## src/rtl/ncc_pkg.sv

```systemverilog
// Shared types and constants of the nearest-centroid confusion counter.
// No dependencies; imported by the cell, counter and top-level modules.
`default_nettype none

package ncc_pkg;

    localparam int FIELD_BITS    = 3;
    localparam int MODE_BITS     = 2;
    localparam int DIST_OUT_BITS = 26;
    localparam int CFG_IDX_BITS  = 3;

    typedef enum logic [MODE_BITS-1:0] {
        MODE_CLASSIFY = 2'd0,
        MODE_READ     = 2'd1,
        MODE_CLEAR    = 2'd2,
        MODE_NONE     = 2'd3
    } t_mode;

    // item control fields that travel along the cell chain
    typedef struct packed {
        t_mode                 mode;
        logic [FIELD_BITS-1:0] row;
        logic [FIELD_BITS-1:0] col;
        logic [FIELD_BITS-1:0] win;
    } t_tag;

endpackage

`default_nettype wire

```

## src/rtl/ncc_count.sv

```systemverilog
// Confusion-matrix counter stage: counter memory read, saturating update with
// write forwarding, and the result register. Uses ncc_pkg.
`default_nettype none

module ncc_count #(
    parameter int NUM_CLASSES = 6,
    parameter int COUNT_BITS  = 16,
    parameter int DIST_BITS   = 26
) (
    input  wire logic                               i_clk,
    input  wire logic                               i_rst_n,
    input  wire logic                               i_valid,
    output logic                                    o_ready,
    input  wire ncc_pkg::t_tag                      i_tag,
    input  wire logic [DIST_BITS-1:0]               i_best,
    output logic                                    o_valid,
    input  wire logic                               i_ready,
    output logic [ncc_pkg::FIELD_BITS-1:0]          o_winner,
    output logic [ncc_pkg::DIST_OUT_BITS-1:0]       o_min_squared_distance,
    output logic [COUNT_BITS-1:0]                   o_count_value
);
    import ncc_pkg::*;

    localparam int RB    = (NUM_CLASSES > 1) ? $clog2(NUM_CLASSES) : 1;
    localparam int AW    = 2 * RB;
    localparam int DEPTH = 1 << AW;
    localparam int XW    = (DIST_BITS > DIST_OUT_BITS) ? DIST_BITS : DIST_OUT_BITS;

    logic [COUNT_BITS-1:0] r_mem [DEPTH];
    logic [DEPTH-1:0]      r_vld;

    logic                  r_b_valid;
    t_tag                  r_b_tag;
    logic [DIST_BITS-1:0]  r_b_best;
    logic [AW-1:0]         r_b_addr;
    logic [COUNT_BITS-1:0] r_b_rd;
    logic                  r_fw_en;
    logic [AW-1:0]         r_fw_addr;
    logic [COUNT_BITS-1:0] r_fw_data;

    logic                     r_o_valid;
    logic [FIELD_BITS-1:0]    r_o_win;
    logic [DIST_OUT_BITS-1:0] r_o_dist;
    logic [COUNT_BITS-1:0]    r_o_cnt;

    logic                     out_load, b_move, b_load, b_wr, b_clr, row_ok, col_ok;
    logic [AW-1:0]            rd_addr;
    logic [COUNT_BITS-1:0]    old, incr;
    logic [XW-1:0]            best_x;
    logic [DIST_OUT_BITS-1:0] dist_sat;
    logic [FIELD_BITS-1:0]    n_win;
    logic [DIST_OUT_BITS-1:0] n_dist;
    logic [COUNT_BITS-1:0]    n_cnt;

    assign out_load = !r_o_valid || i_ready;
    assign b_move   = r_b_valid && out_load;
    assign b_load   = !r_b_valid || out_load;
    assign o_ready  = b_load;

    assign rd_addr = (i_tag.mode == MODE_READ) ? {i_tag.row[RB-1:0], i_tag.col[RB-1:0]}
                                               : {i_tag.row[RB-1:0], i_tag.win[RB-1:0]};

    always_comb begin
        row_ok = {1'b0, r_b_tag.row} < (FIELD_BITS+1)'(NUM_CLASSES);
        col_ok = {1'b0, r_b_tag.col} < (FIELD_BITS+1)'(NUM_CLASSES);
        // previous item wrote this address at the edge this item was read
        if (!r_vld[r_b_addr]) begin
            old = '0;
        end else if (r_fw_en && r_fw_addr == r_b_addr) begin
            old = r_fw_data;
        end else begin
            old = r_b_rd;
        end
        incr     = (old == '1) ? old : old + COUNT_BITS'(1);
        best_x   = XW'(r_b_best);
        dist_sat = (best_x > XW'({DIST_OUT_BITS{1'b1}})) ? '1 : best_x[DIST_OUT_BITS-1:0];

        n_win  = '0;
        n_dist = '0;
        n_cnt  = '0;
        b_wr   = 1'b0;
        b_clr  = 1'b0;
        case (r_b_tag.mode)
            MODE_CLASSIFY: begin
                n_win  = r_b_tag.win;
                n_dist = dist_sat;
                if (row_ok) begin
                    b_wr  = 1'b1;
                    n_cnt = incr;
                end
            end
            MODE_READ: begin
                if (row_ok && col_ok) begin
                    n_cnt = old;
                end
            end
            MODE_CLEAR: begin
                b_clr = 1'b1;
            end
            default: begin
            end
        endcase
    end

    always_ff @(posedge i_clk) begin
        if (b_move && b_wr) begin
            r_mem[r_b_addr] <= incr;
        end
        if (b_load) begin
            r_b_rd <= r_mem[rd_addr];
        end
    end

    always_ff @(posedge i_clk) begin
        if (!i_rst_n) begin
            r_vld     <= '0;
            r_b_valid <= 1'b0;
            r_fw_en   <= 1'b0;
            r_o_valid <= 1'b0;
        end else begin
            if (b_move && b_clr) begin
                r_vld <= '0;
            end else if (b_move && b_wr) begin
                r_vld[r_b_addr] <= 1'b1;
            end
            if (b_load) begin
                r_b_valid <= i_valid;
                r_fw_en   <= b_move && b_wr;
            end
            if (out_load) begin
                r_o_valid <= r_b_valid;
            end
        end
    end

    always_ff @(posedge i_clk) begin
        if (b_load) begin
            r_fw_addr <= r_b_addr;
            r_fw_data <= incr;
            if (i_valid) begin
                r_b_tag  <= i_tag;
                r_b_best <= i_best;
                r_b_addr <= rd_addr;
            end
        end
        if (b_move) begin
            r_o_win  <= n_win;
            r_o_dist <= n_dist;
            r_o_cnt  <= n_cnt;
        end
    end

    assign o_valid                = r_o_valid;
    assign o_winner               = r_o_win;
    assign o_min_squared_distance = r_o_dist;
    assign o_count_value          = r_o_cnt;

endmodule

`default_nettype wire
```

## config.mk

```make
export PLATFORM = sky130hd
export DESIGN_NAME = ncc_count
export DESIGN_NICKNAME = d
export VERILOG_FILES = /design/src/rtl/ncc_pkg.sv /design/src/rtl/ncc_count.sv
export SDC_FILE = /design/constraint.sdc
export NUM_CORES = 1
export LEC_CHECK = 0
export BUFFER_PORTS_ARGS = -buffer_cell sky130_fd_sc_hd__buf_2
export CORE_MARGIN = 5
export CORE_UTILIZATION = 50
export CTS_CLUSTER_DIAMETER = 50
export DETAILED_ROUTE_END_ITERATION = 12
export GPL_ROUTABILITY_DRIVEN = 0
export PLACE_DENSITY = 0.63
export SYNTH_ARGS = -nofsm -noshare
export SYNTH_HDL_FRONTEND = slang
export SYNTH_SLANG_ARGS = --single-unit
```

## constraint.sdc

```tcl
create_clock -name i_clk -period 8.9 [get_ports i_clk]
set_input_delay 0.445 -clock i_clk [delete_from_list [all_inputs] [get_ports i_clk]]
set_output_delay 0.445 -clock i_clk [all_outputs]
set_load 0.1 [all_outputs]
```

* Yosys cells after proc, flatten, opt, wreduce, memory -nomap -nowiden *
Memory sizes are Yosys's and may differ from the RTL's. A register that Yosys moved wholly into a read port is not among the register bits.
Cells that the tools add are included.

storage, ports and cells
  flip-flop bits (word level) = 177
  memory bits (writable) = 1024
  input port bits = 41
  word-level logic and storage cells = 59
  memories kept = 1

operators by class
  add/subtract/negate cells = 1
  magnitude comparators = 5
  equal/unequal tests = 5
  multiplexer cells = 17
  bitwise gates (word level) = 2
  reduce and logical (&&, ||, !) cells = 13

memories
  memory  depth  bits a word  rd ports  clocked after Yosys merged registers in  wr ports  line             text
  r_mem   64     16           1         1                                        1         ncc_count.sv:29  logic [COUNT_BITS-1:0] r_mem [DEPTH];

operator list
  cell                   count
  $mux 16                5
  $or 64x64->64          1
  $pmux 16 s2            1
  $gt 26x26->1 const B   1
  $mux 26                1
  $add 16x1->16 const B  1
  $eq 16x16->1 const B   1
  $lt 6x7->1 const B     1
  $mux 1                 7
  $bmux 1 s6             1
  $demux 1 s6            1
  $eq 6x6->1             1
  $ge 6x1->1 const B     1
  $logic_and 1x1->1      6
  $lt 3x3->1 const B     2
  $eq 2x1->1 const B     2
  $mux 3                 1
  $eq 2x2->1 const B     1
  $logic_not 1->1        2
  $logic_not 2->1        1
  $logic_or 1x1->1       2
  $reduce_and 2->1       1
  $reduce_or 2->1        1
  $not 1->1              1

* Longest topological paths before layout *
Gate-level depths: netlist of the first run.

  word-level depth = 8
  gate-level depth with buffers = 19
  gate-level depth less buffers = 14

* Worst setup path after synthesis of the first run *
Ideal clock, no wire load.

  kind = register to register
  start point = reg, netlist name r_b_tag[8]
  end point = reg r_fw_data[1] (data pin)
  data arrival time = 6.348 ns
  path slack = 1.843 ns
  stages on the path, launching flop included = 19
  buffers on the path = 6
  clock period less this slack = 7.057 ns
  path through = edfxtp_1 > buf_6 > xor2_2 > or3_4 > buf_6 > nor2_1 > buf_2 > buf_4 > mux2i_1 > or2_2 > inv_1 > ha_1 > nand4_1 > or3_1 > a2bb2o_1 > clkbuf_1 > or2_1 > buf_2 > o21ai_0

RTL lines
  element                 line              text
  end signal: assignment  ncc_count.sv:139  r_fw_data <= incr;
  end: declaration        ncc_count.sv:39   logic [COUNT_BITS-1:0] r_fw_data;

* Worst setup path after layout of the first run *
  start point = reg r_b_addr[1]
  end point = mem r_mem[51][13] (data pin)

on the way
  cells in the longest elaborated chain, start to end = 6

ends and longest elaborated chain
  element                                                             line              text
  start: declaration                                                  ncc_count.sv:35   logic [AW-1:0] r_b_addr;
  start signal: assignment                                            ncc_count.sv:143  r_b_addr <= rd_addr;
  parallel branches: the longest is 3 deep, another holds $bmux 1 s6  -
  $mux 16 (*)                                                         ncc_count.sv:67   if (!r_vld[r_b_addr]) begin
  $add 16x1->16 or $eq 16x16->1 (tied branches)                       ncc_count.sv:74   incr = (old == '1) ? old : old + COUNT_BITS'(1);
  $mux 16 (*)                                                         ncc_count.sv:74
  via incr[13]                                                        ncc_count.sv:48   logic [COUNT_BITS-1:0] old, incr;
  end: declaration                                                    ncc_count.sv:29

Mark *: on every way through the listed nets, which the timed path passes. The select of a mux whose other input is x is not followed.

==> results of run 1 <==
-- cells in the final DEF, fill, tap and decap left out, drive strengths merged, types with 5 or more instances in the layout --
cell type	count
a31oi	13
nand4	25
dfxtp	67
inv	19
a21oi	10
edfxtp	1146
bufinv	7
a311oi	129
nand2b	8
o311ai	64
and2	52
xor2	12
o21ai	8
xnor2	5
mux2i	283
nand3	12
mux4	71
or3	10
clkinvlp	6
nand2	612
a221oi	6
nor2b	8
mux2	9
nor2	79
nor3	11
buf	190
clkinv	43
dlygate4sd3	34
o21a	50
conb	256
clkbuf	165
and3	132
-- per-layer routing --
| metal | track usage [%] | vias up | wire [µm] |
|---|---|---|---|
| met2 | 38.9 | 1353 | 59100 |
| met4 | 8.96 | 0 | 4600 |
| met1 | 32.6 | 14600 | 50000 |
| met5 | 0 | - | 0 |
| li1 | - | 12500 | - |
| met3 | 4.64 | 261 | 11100 |
-- through the flow --
step	util, %	power, mW	instance area [µm²]
after floorplan	-	7.18	49200
after global placement	53.5	7.41	51500
after detailed placement	53.5	7.44	51500
after CTS	58.1	12.6	55900
after global routing	58.1	12.9	55900
final	58.1	12.5	55900
-- power groups by stage --
stage          clock network, mW  registers (mW)  logic, mW
5_1_grt                     5.51            6.47      0.952
3_5_place_dp                   0            6.58      0.863
4_1_cts                     5.26            6.46      0.879
6_report                    5.17            6.46      0.884
3_3_place_gp                   0            6.57      0.843
2_1_floorplan                  0            6.62      0.552
-- cells by family (layout without fill, tap and decap cells) --
kind of cell,Yosys count,count (layout),synth area share (%)
xor gates and xnor gates,17,17,0.324
DFF,1213,1213,74.2
adders and majority gates,1,1,0.0259
AOI/OAI and AO/OA,317,317,5.40
and+or+nand+nor,968,968,9.00
buffers and inverters,200,464,1.68
muxes,363,363,9.40
other,1,256,0.00778
-- critical path: cells and delay by family, from the launching register on --
family / cells / cell delay (ns)
DFF: 1 / 1.04
xor gates and xnor gates: 1 / 0.21
AOI/OAI and AO/OA: 5 / 1.30
and+or+nand+nor: 6 / 2.76
buffers and inverters: 2 / 0.57
adders and majority gates: 1 / 0.27
-- cell type report --
type	count	share of cell area, %
sequential	1213	64.0
multi-input combinational	1922	22.9
clock buffer	165	6.26
tap	1276	2.86
timing repair buffer	224	2.84
clock inverter	67	1.05
inverter	8	0.0806
-- state kept, by name, summed over array words and instances, names as in the netlist --
register,count
o_winner,3
r_mem,1024
r_b_tag,10
r_b_rd,16
o_min_squared_distance,26
r_fw_addr,6
best_x,26
r_fw_data,16
o_count_value,16
r_b_valid,1
r_b_addr,3
o_valid,1
r_fw_en,1
r_vld,64
-- path summary, 6_finish.rpt --
kind	from	endpoint	slack [ns]	cells after the start
max reg2reg	r_b_addr[1]$_DFFE_PP_	r_mem[51][13]$_DFFE_PP_	2.32	15
min	i_rst_n	o_valid$_SDFFE_PN0P_	0.06	3
min reg2reg	r_vld[48]$_SDFFE_PP0P_	r_vld[48]$_SDFFE_PP0P_	0.46	1
max	r_b_addr[1]$_DFFE_PP_	r_mem[51][13]$_DFFE_PP_	2.32	15
-- what timing repair did --
item                                    CTS  global route
hold endpoints to repair                 34             0
endpoints found under the setup margin    0             0
hold buffers                             34             0
==> results.py, run 1 <==
metrics = {
    "drt": {
        "viasPerCell": 5.89,
        "wirelength_mm": 125,
        "drc": 0,
        "drt-pass1-iter-count": 7,
        "wl_per_cell_um": 25.6,
        "antenna_left": 0,
        "vias": 28700,
        "drtIter0Drc": 3165,
    },
    "setup_path": {
        "crit_type": "reg2reg",
        "cp_data_arrival_time_ns": 6.93,
        "crit_slowest_cell": "edfxtp_1",
        "cp_max_fo": 65,
        "worst_path_largest_cell_delay_ns": 1.04,
        "required_ns": 9.25,
        "path_cells": "nor2b_1, a221oi_1, o221ai_1, a311oi_1, and4b_2, buf_4, or2_2, inv_1, ha_1, and4_1, o21ai_0, a222oi_1, nor4b_1, xor2_1, nor2_4",
        "end_kind": "register",
        "start_kind": "register",
    },
    "synth": {
        "netlist_top_cells_area": "edfxtp_1 (71%), mux2i_1 (5.9%), nand2_1 (4.8%)",
        "yosysSeqAreaShare_pct": 74.2,
        "syn_inst": 3080,
        "synthMostInstantiatedCell": "edfxtp_1",
        "syn_avg_cell_area_um2": 15.7,
        "synth.distinct_cells": 72,
        "synth_edf_count": 1146,
        "synth_common_cells": "edfxtp_1 (1,146), nand2_1 (612), mux2i_1 (283), and3_1 (132), clkbuf_1 (132)",
        "synth_top_area_cell": "edfxtp_1",
        "synthesis.area_mm2": 0.0482,
        "synth_ff_type": "edfxtp_1",
        "synth_top_area_share_pct": 71.4,
        "yosys_warnings": 0,
        "ys_seq_elements": 1213,
        "async_reset_ff_share_pct": 0,
    },
    "pwr": {
        "p_clk_share_pct": 41.3,
        "ir_worst_vdd_mv": 0.168,
        "seqPwrFrac_pct": 51.6,
        "swShare_pct": 22.6,
        "combPwrFrac_pct": 7.1,
        "p_per_area_mw_per_mm2": 224,
        "power_switching_mw": 2.83,
        "p_int_mw": 9.69,
        "leakagePower_nw": 20.1,
    },
    "layout": {
        "nets": 3543,
        "syn2layout_area_growth_pct": 15.9,
        "num-fill-cells": 7376,
        "diodes": 0,
        "seq_area_mm2": 0.0358,
        "final_cell_count_no_fill": 4875,
        "drive_gt1_share_pct": 13.9,
        "multi_input_area_mm2": 0.0128,
    },
    "timing": {
        "tightest_slew_ns": 1.33,
        "setup_slack_ns": 2.32,
        "slew_viol_final": 0,
        "setup_viol": 0,
        "fmax_mhz": 152,
        "period_share_pct": 73.9,
        "fin_crit_ns": 6.58,
        "rsz0062_at_grt": "false",
        "hold_viol_final": 0,
        "fin_tns_setup_ns": 0,
        "relSlewSlack_pct": 11.1,
        "finalHoldWorstSlack_ns": 0.0589,
        "fin_skew_ns": 0.0238,
    },
    "cts": {
        "cts.sinks": 1213,
        "cts.path.max_buffers": 3,
        "cts_tree": "done",
        "cts-resized-gates": 0,
        "clk_pin_slew_ns": 0.06,
        "clk-insertion-delay-late_ns": 0.72,
        "cts_setup_buffers": 0,
        "cts_buffers": 132,
        "cts-root-buf": "clkbuf_16",
        "htree_levels": 4,
    },
    "min_path": {
        "hold_path_class": "in2reg",
    },
    "global_route": {
        "grt.overflow.total": 0,
        "grt_pass1_wl_mm": 182,
        "antenna_found_initial": 4,
        "grt_start_max_net_pins": 168,
        "grt_pass1_vias": 28200,
        "grt.total_usage_pct": 24.0,
    },
    "floorplan": {
        "rows": 114,
        "dieWidth_um": 321,
        "dieArea_mm2": 0.103,
        "die_h_um": 321,
        "start_util_pct": 50.2,
        "core-area_mm2": 0.0961,
        "io_pins": 88,
    },
    "placement": {
        "port_buffers": 87,
        "dp_hpwl_mm": 69.4,
        "pre_cts_ws_ns": 2.40,
        "place_inst": 4609,
    },
    "status": {
        "outcome": "finished clean",
    },
    "run": {
        "max_cap_viol_count": 0,
    },
}
No activity file was read; power rests on OpenSTA's default activity.
==> run 2, diff against run 1 <==
PLACE_DENSITY = 0.65   (was 0.63)
clock period = 5.8 ns   (was 8.9 ns; I/O delays follow)
==> run 2 against run 1 <==
Compared with the run above:
- final area increased by 1.5%
- clock power increased by 60%
- die area unchanged
- clock-buffer cell count increased by 5
- maximum frequency increased by 19%
==> results.py, run 2 (same netlist as run 1, synthesis figures left out) <==
metrics = {
    "timing": {
        "setup_viol": 0,
        "finalHoldWorstSlack_ns": 0.290,
        "fin_skew_ns": 0.0304,
        "fmax_mhz": 181,
        "tightest_slew_ns": 1.27,
        "setup_slack_ns": 0.287,
        "period_share_pct": 95.1,
        "hold_viol_final": 0,
        "rsz0062_at_grt": "false",
        "fin_crit_ns": 5.51,
        "slew_viol_final": 0,
        "relSlewSlack_pct": 14.9,
    },
    "floorplan": {
        "core-area_mm2": 0.0961,
        "io_pins": 88,
        "dieWidth_um": 321,
        "dieArea_mm2": 0.103,
        "rows": 114,
        "die_h_um": 321,
        "start_util_pct": 50.2,
    },
    "cts": {
        "cts.sinks": 1213,
        "clk-insertion-delay-late_ns": 0.74,
        "cts_tree": "done",
        "cts-root-buf": "clkbuf_16",
        "htree_levels": 4,
        "cts_buffers": 133,
        "cts.path.max_buffers": 3,
        "clk_pin_slew_ns": 0.06,
    },
    "min_path": {
        "worstHoldStart": "i_best[17]",
        "hold_path_class": "in2reg",
        "hold_path_depth": 2,
        "hold_end": "best_x[17]$_DFFE_PP_",
    },
    "layout": {
        "final_cell_count_no_fill": 4945,
        "largest_reg_flops": 1024,
        "stdcell_area_mm2": 0.0567,
        "top_regs": "r_mem x1024, r_vld x64",
        "drive_gt1_share_pct": 14.9,
        "syn2layout_area_growth_pct": 17.6,
        "diodes": 0,
        "most-common-layout-cells": "edfxtp_1 (1,146), nand2_1 (611), mux2i_1 (280)",
        "final_common_cell": "edfxtp_1",
        "nets": 3603,
        "fin_util_pct": 59.0,
        "top_register": "r_mem",
    },
    "global_route": {
        "grt_start_max_net_pins": 164,
        "grt_pass1_vias": 28400,
        "grt.overflow.total": 0,
        "grt.total_usage_pct": 23.7,
        "antenna_found_initial": 1,
        "grt_pass1_wl_mm": 181,
    },
    "drt": {
        "drt-pass1-iter-count": 5,
        "wl_per_cell_um": 25.4,
        "drtIter0Drc": 3131,
        "wirelength_mm": 125,
        "antenna_left": 0,
        "vias": 29100,
        "viasPerCell": 5.89,
        "drc": 0,
    },
    "setup_path": {
        "cp_max_fo": 48,
        "required_ns": 6.26,
        "cp_data_arrival_time_ns": 5.97,
        "crit_type": "reg2reg",
        "r2r_start": "r_b_addr[1]$_DFFE_PP_",
        "crit-reg2reg-capture": "r_mem[5][4]$_DFFE_PP_",
        "start_kind": "register",
        "rrSetupSlack_ns": 0.29,
        "r2r_cells": 16,
        "end_kind": "register",
    },
    "placement": {
        "place_inst": 4656,
        "pre_cts_ws_ns": 0.106,
        "dp_hpwl_mm": 71.4,
        "placed_cell_area_mm2": 0.0519,
        "port_buffers": 87,
    },
    "pwr": {
        "leakagePower_nw": 20.5,
        "p_per_area_mw_per_mm2": 346,
        "ir_worst_vdd_mv": 0.292,
    },
    "status": {
        "outcome": "finished clean",
    },
    "run": {
        "max_cap_viol_count": 0,
    },
}
run 2: what timing repair did:
item	in CTS	in global routing
buffers inserted	0	0
resized for setup	0	6
hold buffers	41	0
setup endpoints to repair	0	131
hold endpoints to repair	38	0
run 2: critical path, stage by stage (launching register included):
cell and delay [ns]:
edfxtp_1 0.55, buf_4 0.32, mux4_2 0.53, mux2i_1 0.21
nor3_1 0.08, a311oi_1 0.21, and4b_2 0.33, or2_2 0.18
inv_1 0.06, ha_1 0.26, and4_1 0.21, o21ai_0 0.12
a2bb2o_1 0.42, or2_1 0.37, a31oi_1 0.20, nor3_4 0.61
buf_4 0.52
run 2: how the worst max path moves through the flow:
| stage | startpoint | cells after the start | end |
|---|---|---|---|
| detailed placement | r_b_addr[1]$_DFFE_PP_ | 14 | r_mem[58][14]$_DFFE_PP_ |
| global route | r_b_addr[1]$_DFFE_PP_ | 16 | r_mem[5][4]$_DFFE_PP_ |
| floorplan | r_b_tag[8]$_DFFE_PP_ | 18 | r_fw_data[12]$_DFFE_PN_ |
| CTS | r_b_addr[1]$_DFFE_PP_ | 14 | r_mem[51][14]$_DFFE_PP_ |
| finish | r_b_addr[1]$_DFFE_PP_ | 16 | r_mem[5][4]$_DFFE_PP_ |
| global placement | r_b_addr[1]$_DFFE_PP_ | 14 | r_mem[58][14]$_DFFE_PP_ |
run 2: final cells by class:
class,count,area (µm²)
clock buffer,170,3550
clock inverter,73,768
fill,7360,39400
inverter,8,47.5
multi-input combinational,1926,12900
sequential,1213,35800
tap,1276,1600
timing repair buffer,279,2120
run 2: metrics by stage:
step	setup TNS [ns]	power [mW]
finish	0	19.6
global route	0	20.2
CTS	0	19.7
detailed placement	0	11.5
global placement	0	11.4
floorplan	-12.80	11.0
run 2: power breakdown:
group | leakage [nW] | switching [mW] | internal, mW
Sequential | 11.3 | 0.0894 | 9.82
Combinational | 7.10 | 0.971 | 0.465
Clock | 2.08 | 3.42 | 4.83
Total | 20.5 | 4.48 | 15.1
run 2: layer usage:
metal	track usage, %	part of all wire (%)	vias up
li1	-	-	12600
met1	31.1	39	14800
met2	39.4	49	1401
met3	4.65	8.9	286
met4	9.68	4.0	0
met5	0	0	-
