===== src/rtl/ncc_pkg.sv =====
// Shared types and constants of the nearest-centroid confusion counter.
// No dependencies; imported by the cell, counter and top-level modules.
`default_nettype none

package ncc_pkg;

    localparam int FIELD_BITS    = 3;
    localparam int MODE_BITS     = 2;
    localparam int DIST_OUT_BITS = 26;
    localparam int CFG_IDX_BITS  = 3;

    typedef enum logic [MODE_BITS-1:0] {
        MODE_CLASSIFY = 2'd0,
        MODE_READ     = 2'd1,
        MODE_CLEAR    = 2'd2,
        MODE_NONE     = 2'd3
    } t_mode;

    // item control fields that travel along the cell chain
    typedef struct packed {
        t_mode                 mode;
        logic [FIELD_BITS-1:0] row;
        logic [FIELD_BITS-1:0] col;
        logic [FIELD_BITS-1:0] win;
    } t_tag;

endpackage

`default_nettype wire


===== src/rtl/ncc_cell.sv =====
// One cell of the classifier chain: holds one centroid, computes the squared
// distance of the passing item and keeps the running nearest. Uses ncc_pkg.
`default_nettype none

module ncc_cell #(
    parameter int CELL_IDX    = 0,
    parameter int SAMPLE_BITS = 12,
    parameter int DIST_BITS   = 26
) (
    input  wire logic                              i_clk,
    input  wire logic                              i_rst_n,
    input  wire logic                              i_cfg_wr_en,
    input  wire logic [ncc_pkg::CFG_IDX_BITS-1:0]  i_cfg_index,
    input  wire logic [3*SAMPLE_BITS-1:0]          i_cfg_wdata,
    input  wire logic                              i_valid,
    output logic                                   o_ready,
    input  wire ncc_pkg::t_tag                     i_tag,
    input  wire logic [SAMPLE_BITS-1:0]            i_x,
    input  wire logic [SAMPLE_BITS-1:0]            i_y,
    input  wire logic [SAMPLE_BITS-1:0]            i_z,
    input  wire logic [DIST_BITS-1:0]              i_best,
    output logic                                   o_valid,
    input  wire logic                              i_ready,
    output ncc_pkg::t_tag                          o_tag,
    output logic [SAMPLE_BITS-1:0]                 o_x,
    output logic [SAMPLE_BITS-1:0]                 o_y,
    output logic [SAMPLE_BITS-1:0]                 o_z,
    output logic [DIST_BITS-1:0]                   o_best
);
    import ncc_pkg::*;

    localparam int SQ_BITS = 2 * SAMPLE_BITS;

    logic [3*SAMPLE_BITS-1:0] r_centroid;
    logic                     r_valid;
    t_tag                     r_tag;
    logic [SAMPLE_BITS-1:0]   r_x, r_y, r_z;
    logic [DIST_BITS-1:0]     r_best;

    logic [SAMPLE_BITS-1:0] cx, cy, cz, dx, dy, dz;
    logic [SQ_BITS-1:0]     sx, sy, sz;
    logic [DIST_BITS-1:0]   sq_dist;
    logic                   take;
    t_tag                   n_tag;
    logic [DIST_BITS-1:0]   n_best;

    assign cx = r_centroid[0 +: SAMPLE_BITS];
    assign cy = r_centroid[SAMPLE_BITS +: SAMPLE_BITS];
    assign cz = r_centroid[2*SAMPLE_BITS +: SAMPLE_BITS];

    always_comb begin
        dx      = (i_x >= cx) ? i_x - cx : cx - i_x;
        dy      = (i_y >= cy) ? i_y - cy : cy - i_y;
        dz      = (i_z >= cz) ? i_z - cz : cz - i_z;
        sx      = SQ_BITS'(dx) * SQ_BITS'(dx);
        sy      = SQ_BITS'(dy) * SQ_BITS'(dy);
        sz      = SQ_BITS'(dz) * SQ_BITS'(dz);
        sq_dist = DIST_BITS'(sx) + DIST_BITS'(sy) + DIST_BITS'(sz);
        // ties go to the later centroid
        take   = (CELL_IDX == 0) || (sq_dist <= i_best);
        n_best = take ? sq_dist : i_best;
        n_tag  = i_tag;
        if (take) begin
            n_tag.win = FIELD_BITS'(CELL_IDX);
        end
    end

    assign o_ready = !r_valid || i_ready;

    always_ff @(posedge i_clk) begin
        if (!i_rst_n) begin
            r_centroid <= '0;
            r_valid    <= 1'b0;
        end else begin
            if (i_cfg_wr_en && i_cfg_index == CFG_IDX_BITS'(CELL_IDX)) begin
                r_centroid <= i_cfg_wdata;
            end
            if (o_ready) begin
                r_valid <= i_valid;
            end
        end
    end

    always_ff @(posedge i_clk) begin
        if (o_ready && i_valid) begin
            r_tag  <= n_tag;
            r_x    <= i_x;
            r_y    <= i_y;
            r_z    <= i_z;
            r_best <= n_best;
        end
    end

    assign o_valid = r_valid;
    assign o_tag   = r_tag;
    assign o_x     = r_x;
    assign o_y     = r_y;
    assign o_z     = r_z;
    assign o_best  = r_best;

endmodule

`default_nettype wire


===== config.mk =====
export PLATFORM = sky130hd
export DESIGN_NAME = ncc_cell
export DESIGN_NICKNAME = d
export VERILOG_FILES = /design/src/rtl/ncc_pkg.sv /design/src/rtl/ncc_cell.sv
export SDC_FILE = /design/constraint.sdc
export NUM_CORES = 1
export LEC_CHECK = 0
export ABC_AREA = 1
export BUFFER_PORTS_ARGS = -buffer_cell sky130_fd_sc_hd__buf_4
export CORE_MARGIN = 5
export CORE_UTILIZATION = 35
export CTS_CLUSTER_SIZE = 28
export DETAILED_ROUTE_END_ITERATION = 8
export PLACE_DENSITY = 0.59
export SLEW_MARGIN = 20
export SYNTH_ARGS = -nofsm -noshare
export SYNTH_HDL_FRONTEND = slang
export SYNTH_SLANG_ARGS = --single-unit
export TNS_END_PERCENT = 20

===== constraint.sdc =====
create_clock -name i_clk -period 16.5 [get_ports i_clk]
set_clock_uncertainty 0.15 [all_clocks]
set_input_delay 1.65 -clock i_clk [delete_from_list [all_inputs] [get_ports i_clk]]
set_output_delay 1.65 -clock i_clk [all_outputs]
set_load 0.005 [all_outputs]

== Word level (Yosys, flattened, before mapping) ==
Cells that the tools add are included.
W data, S select, Z words.
Word-level totals
  bits in registers: 107
  input port bits: 117
  logic and storage cells: 31
Operators by class
  add/subtract/negate cells: 8
  multiply operators: 3
  order comparisons: 3
  multiplexer cells: 3
  reductions and logical operators: 5
Operators with widths (count)
  $mul A12 B12 Y24: 3
  $sub A12 B12 Y12: 6
  $ge A12 B12 Y1: 3
  $mux W12: 3
  $add A25 B24 Y26: 1
  $add A24 B24 Y25: 1
  $logic_not A3 Y1: 1
  $logic_and A1 B1 Y1: 2
  $logic_not A1 Y1: 1
  $logic_or A1 B1 Y1: 1

== Logic depth before layout (Yosys ltp) ==
Gate-level depths: netlist of the first run.
  depth after elaboration: 5
  depth in mapped cells: 41
  mapped depth without buffers: 41

== Worst setup path before layout of the first run ==
Ideal clock, no wire load.
  path type: input to register
  start point: in i_x[0]
  end point: reg r_best[21], in the netlist o_best[21], data pin
  arrival time: 8726 ps
  required time: 16091 ps
  setup slack: 7365 ps
  stages: 35
  buffers on the path: 2
  cell sequence: inv_1 -> ha_1 -> inv_1 -> fa_1 -> nand2_2 -> nand2_2 -> inv_2 -> nand2_1 -> nand2_2 -> inv_1 -> nor2_2 -> buf_6 -> o21ai_2 -> nand2_2 -> buf_4 -> nor2_1 -> fa_1 -> inv_1 -> fa_1 -> fa_1 -> fa_1 -> fa_1 -> inv_1 -> fa_1 -> fa_1 -> inv_1 -> fa_1 -> inv_1 -> ha_1 -> a21oi_1 -> a21boi_0 -> o21ai_0 -> nand2_1 -> nand2_1 -> xor2_1
On the way
  word-level cells in the longest chain between the ends: 5
  elaborated cells between the ends (all ways): 7
  classes of those cells: add/sub: 4; mul: 1; order compare: 1; mux: 1
Ends and longest elaborated chain
  from (decl): line ncc_cell.sv:18  | input wire logic [SAMPLE_BITS-1:0] i_x,
  $sub A12 B12 Y12 or $ge A12 B12 Y1 (tied branches): line ncc_cell.sv:52  | dx = (i_x >= cx) ? i_x - cx : cx - i_x;
  $mux W12 (*): line ncc_cell.sv:52
  $mul A12 B12 Y24 (*): line ncc_cell.sv:55  | sx = SQ_BITS'(dx) * SQ_BITS'(dx);
  $add A24 B24 Y25 (*): line ncc_cell.sv:58  | sq_dist = DIST_BITS'(sx) + DIST_BITS'(sy) + DIST_BITS'(sz);
  $add A25 B24 Y26 (*): line ncc_cell.sv:58
  via n_best[21]: line ncc_cell.sv:45  | logic [DIST_BITS-1:0] n_best;
  to (signal assigned): line ncc_cell.sv:90  | r_best <= n_best;
  to (decl): line ncc_cell.sv:38  | logic [DIST_BITS-1:0] r_best;
The timed path passes the listed nets; every way through them passes the cells marked *.
A chain may end at the register's enable or synchronous reset.

== Worst setup path in the final report of the first run ==
Ends and elaborated chain as after synthesis.

==> results of run 1 <==
## cell type report
cell class | instances | area (µm²) | share of cell area
Inverter | 694 | 2610 | 0.117
Clock inverter | 5 | 45.0 | 0.00202
Multi-Input combinational cell | 1577 | 14400 | 0.645
Clock buffer | 11 | 253 | 0.0113
Sequential cell | 107 | 2840 | 0.127
Tap cell | 765 | 957 | 0.0429
Timing Repair Buffer | 161 | 1210 | 0.0541
## layer usage
metal,track usage,part of all wire,vias up
met5,0,0,-
met4,0.0337,0.013,0
met3,0.0306,0.047,40
met2,0.281,0.47,284
met1,0.226,0.47,7499
li1,-,-,7418
## final timing paths
check	from	cells past startpoint	end	slack [ns]
worst max register to register	r_centroid[0]$_SDFFE_PN0P_	35	o_best[21]$_DFFE_PP_	7.34
worst min register to register	r_centroid[35]$_SDFFE_PN0P_	2	r_centroid[35]$_SDFFE_PN0P_	0.31
worst max-delay path	i_x[0]	37	o_best[21]$_DFFE_PP_	6.25
worst min-delay path	r_centroid[35]$_SDFFE_PN0P_	2	r_centroid[35]$_SDFFE_PN0P_	0.31
## per-stage QoR
step	util	worst slack [ns]	cells	hold WS (ns)
final	0.389	6.25	3320	0.315
after global placement	0.384	5.81	3304	0.300
after detailed placement	0.384	5.82	3304	0.307
after global routing	0.389	5.74	3320	0.354
after CTS	0.389	6.25	3320	0.318
after floorplan	-	7.36	2422	0.283
## worst register-to-register path: cells and delay by family (launching register included)
family | cells | cell delay (ns)
fa+ha+maj | 11 | 4.95
xor+xnor | 1 | 0.14
simple gates | 10 | 1.76
compound gates | 4 | 0.78
buf+inv | 9 | 0.79
flops | 1 | 0.34
## cells in the final DEF (no fill, tap or decap), types with 2 or more instances in the layout
cell,count
edfxtp_1,70
nor2_1,201
nor2_4,13
clkbuf_16,9
nand4_1,13
o21bai_1,12
nor4_1,2
nor3_1,6
xor2_4,2
o21ai_2,3
nand2_2,34
nand2_1,390
xor2_1,43
o211ai_1,4
a21o_1,14
a21boi_0,3
a21oi_1,102
ha_1,222
o21a_1,3
xnor2_1,16
o21ai_1,5
buf_4,161
nand3_1,62
a21oi_2,3
o21ai_0,59
nor2_2,13
nand2_4,4
nand3_2,4
dfxtp_1,37
clkinv_4,2
conb_1,3
a31oi_1,4
inv_1,657
fa_1,331
inv_4,2
inv_2,34
clkbuf_8,2
## kinds of logic (layout without fill, tap and decap cells)
logic type | count (synthesis) | count (layout) | synth area share
buffers and inverters | 738 | 871 | 0.144
flip-flops | 107 | 107 | 0.141
AO/OA/AOI/OAI | 216 | 216 | 0.0606
adder cells (fa/ha/maj) | 553 | 553 | 0.467
XOR/XNOR | 61 | 61 | 0.0284
other | 1 | 3 | 0.000186
AND/OR/NAND/NOR | 744 | 744 | 0.158
## sequential cells by signal, summed over array words and instances, names as in the netlist
name / cells
o_best: 26
o_x: 12
r_centroid: 36
o_y: 12
o_tag: 8
o_valid: 1
o_z: 12
==> metrics.txt, run 1 <==
Final #Nets=3220; Max FO, Critical Path=12; CTS max path bufs=2; post_cts resized=0; Hold Path Class=reg -> reg; share of layout cells above drive strength 1=0.115; placement row count=between 80 and 90; Crit Path Class=in -> reg; largest net degree at the start of global routing=73; CP peak stage delay=0.56 ns; delay-heaviest family, CP=adder cells; critical path startpoint category=primary input; clk root buf=clkbuf_16; Post-synth EDFFs=70; DRC=0; first-pass GRT wire length=roughly 85000 µm; core area=57400 µm²; Mean Syn Cell Area=around 8.3 µm²; most common cell in the synthesized netlist=inv_1; n_diodes=0; Netlist Area Pre-Place=20100 µm²; worst skew pair latency=0.40 ns; WL final=around 50000 µm; Worst-Margin Slew=1.00 ns; setup TNS=0 ns; Post-synth top cells=inv_1 (657), nand2_1 (390), fa_1 (331), ha_1 (222), nor2_1 (201); period utilisation layout=0.621; CP arrival=roughly 10 ns; Slew Limit Headroom=0.332; Crit path required time=between 15 and 20 ns; synth top area cells=fa_1 (33%), ha_1 (14%), inv_1 (12%); initial antenna violation count=0; dpl cell area=~22000 µm²; top cell type's share of synthesized area=0.329; drt wl/cell=~15 µm; max cap viols=0; Max Slew Vio Count=0; fraction of registers with async set or reset after synthesis=0; fin area=22300 µm²; hold buffer count at CTS=0; Final setup viols=0; post-synthesis cell count=between 2000 and 2500; ys flop type=edfxtp_1; worst path buffer plus inverter count=11; P&R area growth vs syn=10.8%; post-synth top area cell=fa_1; Die Area=62400 µm²; total number of vias=~15000; clock net sink count=approximately 110; starting DRC count in detailed routing=approximately 600; Ports=between 150 and 200; CP Capture Type=flop; Hold Fails Final Rpt=0; Synth cell types=between 40 and 50; vias in the first global route=16600; filler cell count=roughly 5900; PortBufs=approximately 160; CTS tree=yes; RePlAce Congestion=0.886; First-pass DRT Iterations=5; postcts setup bufs=0; Yosys warning count=0; Die Y=~250 µm; starting density of the core=0.351; CP max stage cell=fa_1; sequential area share after synthesis=0.141; status=finished, final reports clean; htree depth=3; horizontal die dimension=250 µm; flops & latches, synth=approximately 110; CTS clk-pin slew, worst paths=roughly 0.07 ns; global route total overflow=0; hpwl dp=~45000 µm; Tot GR Track Use=0.167; Final ANT Viol Nets=0; Highest Clock Rate=roughly 98 MHz; RSZ-0062 raised after global routing=no; CTS Buf Count=9; Final min period=10.25 ns; via-per-instance ratio=roughly 4.6
Power of run 1 is not shown: default switching activity piles up to over one toggle a cycle in this logic, so the estimate is an artifact.
==> run 2, diff against run 1 <==
- ABC_AREA: 1 -> 0
- clock period: 16.5 -> 10.2 ns (I/O delays scaled with it)
==> run 2 against run 1 <==
Effect of this change: die area is 4.0% lower; routed wire length is 11% lower; register-to-register slack worse by 6.5 ns; global-route usage fell by 1.2 points; worst setup slack worse by 5.8 ns; sequential share of layout area decreased by 0.20 points; sequential cell count stayed put.
==> metrics.txt, run 2 <==
status=finished, final reports clean (unchanged); Max FO, Critical Path=9 (was 12); core area=54900 µm² (was 57400 µm²); postcts setup bufs=0 (unchanged); CP max stage cell=fa_1 (unchanged); Hold Fails Final Rpt=0 (unchanged); horizontal die dimension=245 µm (was 250 µm); First-pass DRT Iterations=5 (unchanged); dpl cell area=22400 µm² (was 22000 µm²); via-per-instance ratio=4.68 (was 4.59); top cell type's share of synthesized area=0.343 (was 0.329); Crit Path Class=in -> reg (unchanged); mux share of post-synthesis cell area=0.0125 (was 0); Post-Synth Simple-Gate Area=0.102 (was 0.158); Die Y=245 µm (was 250 µm); RSZ-0062 raised after global routing=no (unchanged); most frequent cells in the layout=inv_1 (552), fa_1 (331), buf_4 (317) (was inv_1 (657), nand2_1 (390), fa_1 (331)); Highest Clock Rate=approximately 100 MHz; Post-synth EDFFs=70 (unchanged); crit path to=o_best[24]$_DFFE_PP_ (was o_best[21]$_DFFE_PP_); most common cell in the synthesized netlist=inv_1 (unchanged); ys flop type=edfxtp_1 (unchanged); P&R area growth vs syn=17.4% (was 10.8%); first-pass GRT wire length=75000 µm (was 84900 µm); WL final=45300 µm (was 50600 µm); initial antenna violation count=1 (was 0); n_diodes=0 (unchanged); Worst-Margin Slew=0.891 ns (was 1.00 ns); global route total overflow=0 (unchanged); starting DRC count in detailed routing=607 (was 603); post-synthesis xor/xnor area fraction=0.0329 (was 0.0284); max cap viols=0 (unchanged); CP arrival=9.72 ns (was 10.24 ns); Post-synth top cells=inv_1 (552), fa_1 (331), ha_1 (222), nor2_1 (161), nand2_1 (131) (was inv_1 (657), nand2_1 (390), fa_1 (331), ha_1 (222), nor2_1 (201)); total number of vias=14200 (was 15200); CP Capture Type=flop (unchanged); reg2reg setup slack=0.86 ns (was 7.34 ns); Synth cell types=84 (was 44); final hold slack=0.318 ns (was 0.315 ns); post-synthesis cell count=2057 (was 2420); worst skew pair latency=0.39 ns (was 0.40 ns); CTS max path bufs=2 (unchanged); critical path startpoint category=primary input (unchanged); Final ANT Viol Nets=0 (unchanged); CTS clk-pin slew, worst paths=0.07 ns (about the same); DRC=0 (unchanged); PortBufs=159 (unchanged); CP peak stage delay=0.56 ns (about the same); share of layout cells above drive strength 1=0.177 (was 0.115); Max Slew Vio Count=0 (unchanged); R2R depth=34 (was 35); Final min period=about 10 ns; main combinational cell family by area after synthesis=adder cells (unchanged); post-layout util=0.413 (was 0.389); max reg flops=36 (unchanged); placement row count=86 (was 88); worst r2r src=r_centroid[24]$_SDFFE_PN0P_ (was r_centroid[0]$_SDFFE_PN0P_); Mean Syn Cell Area=9.39 µm² (was 8.32 µm²); Ports=192 (unchanged); hpwl dp=40300 µm (was 45000 µm); clk root buf=clkbuf_16 (unchanged); commonest non-fill, non-tap cell in the layout=inv_1 (unchanged); Yosys warning count=0 (unchanged); sequential area share after synthesis=0.147 (was 0.141); Tot GR Track Use=0.155 (was 0.167); post-synth top area cell=fa_1 (unchanged); flops & latches, synth=107 (unchanged); RePlAce Congestion=0.896 (was 0.886); hold buffer count at CTS=0 (unchanged); Crit path required time=10.18 ns (was 16.49 ns); clock net sink count=107 (unchanged); fraction of registers with async set or reset after synthesis=0 (unchanged); Final #Nets=2999 (was 3220); Worst R2R End=o_best[24]$_DFFE_PP_ (was o_best[21]$_DFFE_PP_); post-synthesis adder-cell area fraction=0.487 (was 0.467); Final setup viols=0 (unchanged); CTS tree=yes (unchanged); Largest Register=r_centroid (unchanged); Critical Path Start=i_x[0] (unchanged); Netlist Area Pre-Place=19300 µm² (was 20100 µm²); starting density of the core=0.352 (was 0.351); vias in the first global route=15200 (was 16600); Hold Path Class=reg -> reg (unchanged); Slew Limit Headroom=0.406 (was 0.332); post-synthesis compound-gate area fraction=0.0911 (was 0.0606); period utilisation layout=0.955; most frequent CP cell=fa_1; fin area=22700 µm² (was 22300 µm²); synth top area cells=fa_1 (34%), ha_1 (14%), edfxtp_1 (11%) (was fa_1 (33%), ha_1 (14%), inv_1 (12%)); CTS Buf Count=9 (unchanged); largest net degree at the start of global routing=42 (was 73); drt wl/cell=14.9 µm (was 15.2 µm); Die Area=60000 µm² (was 62400 µm²); htree depth=3 (unchanged)
-- run 2: cell types whose count changed in the layout (fill, tap and decap cells not counted), moves of 23 or more --
cell	delta
nand2_2	-34
a21o_1	+23
nand2_1	-259
a21boi_0	+35
o21ai_0	-25
inv_1	-105
buf_4	+156
nand3_1	-51
a21oi_1	-42
nand2b_1	+29
nor2_1	-40
inv_2	-25
or2_2	+26
-- run 2: repair_timing --
item | in CTS | in global routing
endpoints found under the hold margin | 0 | 0
resized for setup | 0 | 5
endpoints found under the setup margin | 0 | 6
-- run 2: worst min-delay path by stage --
stage                                 from                           to  slack (ns)  cells past startpoint
2_1_floorplan  r_centroid[11]$_SDFFE_PN0P_  r_centroid[11]$_SDFFE_PN0P_        0.29                      2
3_3_place_gp   r_centroid[35]$_SDFFE_PN0P_  r_centroid[35]$_SDFFE_PN0P_        0.31                      2
3_5_place_dp   r_centroid[11]$_SDFFE_PN0P_  r_centroid[11]$_SDFFE_PN0P_        0.31                      2
4_1_cts        r_centroid[11]$_SDFFE_PN0P_  r_centroid[11]$_SDFFE_PN0P_        0.32                      2
5_1_grt        r_centroid[35]$_SDFFE_PN0P_  r_centroid[35]$_SDFFE_PN0P_        0.35                      2
6_report       r_centroid[35]$_SDFFE_PN0P_  r_centroid[35]$_SDFFE_PN0P_        0.32                      2
-- run 2: metrics by stage --
step           setup WS, ns  TNS [ns]  cells
6_report              0.458         0   3038
5_1_grt              0.0118         0   3038
4_1_cts               0.229         0   3038
3_5_place_dp         -0.196    -0.597   3022
3_3_place_gp        -0.0240   -0.0240   3022
2_1_floorplan         0.600         0   2059
-- run 2: area by class of cell --
| class | count | area (µm²) |
|---|---|---|
| Clock buffer | 10 | 229 |
| Clock inverter | 6 | 53.8 |
| Fill cell | 5513 | 32200 |
| Inverter | 561 | 2110 |
| Multi-Input combinational cell | 1327 | 14100 |
| Sequential cell | 107 | 2840 |
| Tap cell | 704 | 881 |
| Timing Repair Buffer | 323 | 2500 |
-- run 2: worst max-delay path, delay by kind of cell --
kind / cells / cell delay [ns]
AOI/OAI and AO/OA: 8 / 1.81
xor gates and xnor gates: 2 / 0.27
adders and majority gates: 11 / 4.93
buffers and inverters: 11 / 1.10
muxes: 1 / 0.23
and+or+nand+nor: 3 / 0.33
-- run 2: cells by family (layout without fill, tap and decap cells) --
group | Yosys count | count (layout)
flops | 107 | 107
mux | 22 | 22
compound gates | 256 | 256
other cells | 1 | 3
xor+xnor | 63 | 63
simple gates | 430 | 430
fa+ha+maj | 553 | 553
buf+inv | 625 | 900
-- run 2: metal layers --
layer	track usage	wire, µm	vias up
met4	0.0363	814	0
met2	0.279	23600	279
met3	0.0245	1970	41
met5	0	0	-
met1	0.196	18900	7103
li1	-	-	6799
Power of run 2 is left out for the same reason.
==> run 3, diff against run 2 <==
- RECOVER_POWER: not set -> 50
==> run 3 against run 2 <==
Effect of this change: the run now ends with max-capacitance violations, max-slew violations left; maximum frequency about the same; critical path depth is the same; worst hold slack better by 0.0047 ns; register-to-register slack is essentially flat; non-clock buffer count is the same; via count decreased by 0.21%; clock-buffer cell count unchanged.
==> metrics.txt, run 3 (synthesis gave the netlist of run 2 again) <==
CTS Buf Count=9 (unchanged); CTS clk-pin slew, worst paths=0.07 ns (about the same); postcts setup bufs=0 (unchanged); Highest Clock Rate=103 MHz (about the same); Crit Path Class=in -> reg (unchanged); Final #Nets=2999 (unchanged); clock net sink count=107 (unchanged); Die Y=245 µm (unchanged); htree depth=3 (unchanged); WL final=45200 µm (was 45300 µm); RSZ-0062 raised after global routing=no (unchanged); worst skew pair latency=0.39 ns (about the same); CP max stage cell=fa_1 (unchanged); Hold Fails Final Rpt=0 (unchanged); Final ANT Viol Nets=0 (unchanged); starting density of the core=0.352 (unchanged); Final min period=9.75 ns (was 9.74 ns); first-pass GRT wire length=75000 µm (unchanged); max reg flops=36 (unchanged); failing checks=max-capacitance violations, max-slew violations; Tot GR Track Use=0.155 (unchanged); Hold Path Class=reg -> reg (unchanged); most frequent CP cell=fa_1 (unchanged); vias in the first global route=15200 (unchanged); Final setup viols=0 (unchanged); share of layout cells above drive strength 1=0.157 (was 0.177); RePlAce Congestion=0.896 (unchanged); initial antenna violation count=1 (unchanged); Largest Register=r_centroid (unchanged); global route total overflow=0 (unchanged); Crit path required time=10.18 ns (about the same); Placed Cells=3022 (unchanged); clk root buf=clkbuf_16 (unchanged); post_cts resized=0 (unchanged); total number of vias=14200 (about the same); post-layout util=0.410 (was 0.413); largest net degree at the start of global routing=42 (unchanged); most frequent cells in the layout=inv_1 (552), fa_1 (331), ha_1 (222) (was inv_1 (552), fa_1 (331), buf_4 (317)); critical path startpoint category=primary input (unchanged); core area=54900 µm² (unchanged); DRC=0 (unchanged); PortBufs=159 (unchanged); commonest non-fill, non-tap cell in the layout=inv_1 (unchanged); period utilisation layout=0.956 (was 0.955); drt wl/cell=14.9 µm (about the same); P&R area growth vs syn=16.5% (was 17.4%); Layout Cells excl Fill=3038 (unchanged); Die Area=60000 µm² (unchanged); Max Slew Vio Count=69 (was 0); CTS max path bufs=2 (unchanged); Ports=192 (unchanged); CP Capture Type=flop (unchanged); Max FO, Critical Path=9 (unchanged); delay-heaviest family, CP=adder cells (unchanged); Worst-Margin Slew=2.18 ns (was 0.891 ns); CTS tree=yes (unchanged); worst path buffer plus inverter count=11 (unchanged); hold buffer count at CTS=0 (unchanged); CP arrival=9.73 ns (was 9.72 ns); First-pass DRT Iterations=5 (unchanged); CP peak stage delay=0.56 ns (about the same); hpwl dp=40300 µm (unchanged); setup TNS=0 ns (unchanged); n_diodes=0 (unchanged); placement row count=86 (unchanged); max cap viols=2 (was 0); starting DRC count in detailed routing=615 (was 607); via-per-instance ratio=4.67 (was 4.68); status=finished with violations (was finished, final reports clean); horizontal die dimension=245 µm (unchanged); Slew Limit Headroom=-0.451 (was 0.406)
run 3: worst register-to-register path: cells and delay by family, from the launching register on:
kind	cells	cell delay [ns]
flip-flops	1	0.33
adder cells (fa/ha/maj)	11	4.95
multiplexers	1	0.30
AND/OR/NAND/NOR	2	0.14
AO/OA/AOI/OAI	10	2.21
XOR/XNOR	2	0.25
buffers and inverters	8	0.76
run 3: area by class of cell:
cell class,instances,area (µm²)
Fill cell,5550,32400
Multi-Input combinational cell,1327,14100
Sequential cell,107,2840
Timing Repair Buffer,323,2320
Inverter,561,2110
Tap cell,704,881
Clock buffer,10,229
Clock inverter,6,53.8
run 3: stage by stage:
stage               hold WS (ns)  area, µm²  worst slack, ns
floorplan                  0.293      19300            0.600
global placement           0.306      22400          -0.0240
detailed placement         0.311      22400           -0.196
CTS                        0.324      22600            0.229
global route               0.352      22500           0.0127
finish                     0.323      22500            0.451
run 3: worst paths after layout:
check / start / to / slack [ns] / cells after the start
setup / recovery: i_x[0] / o_best[24]$_DFFE_PP_ / 0.45 / 36
hold / removal: r_centroid[35]$_SDFFE_PN0P_ / r_centroid[35]$_SDFFE_PN0P_ / 0.32 / 2
setup reg to reg: r_centroid[24]$_SDFFE_PN0P_ / o_best[24]$_DFFE_PP_ / 0.86 / 34
hold reg to reg: r_centroid[35]$_SDFFE_PN0P_ / r_centroid[35]$_SDFFE_PN0P_ / 0.32 / 2
run 3: layer usage:
metal / up-vias / GRT usage / share of wire
met5: - / 0 / 0
met4: 0 / 0.0363 / 0.018
met3: 35 / 0.0245 / 0.044
li1: 6801 / - / -
met1: 7091 / 0.196 / 0.42
met2: 265 / 0.279 / 0.52
Power of run 3 is left out for the same reason.
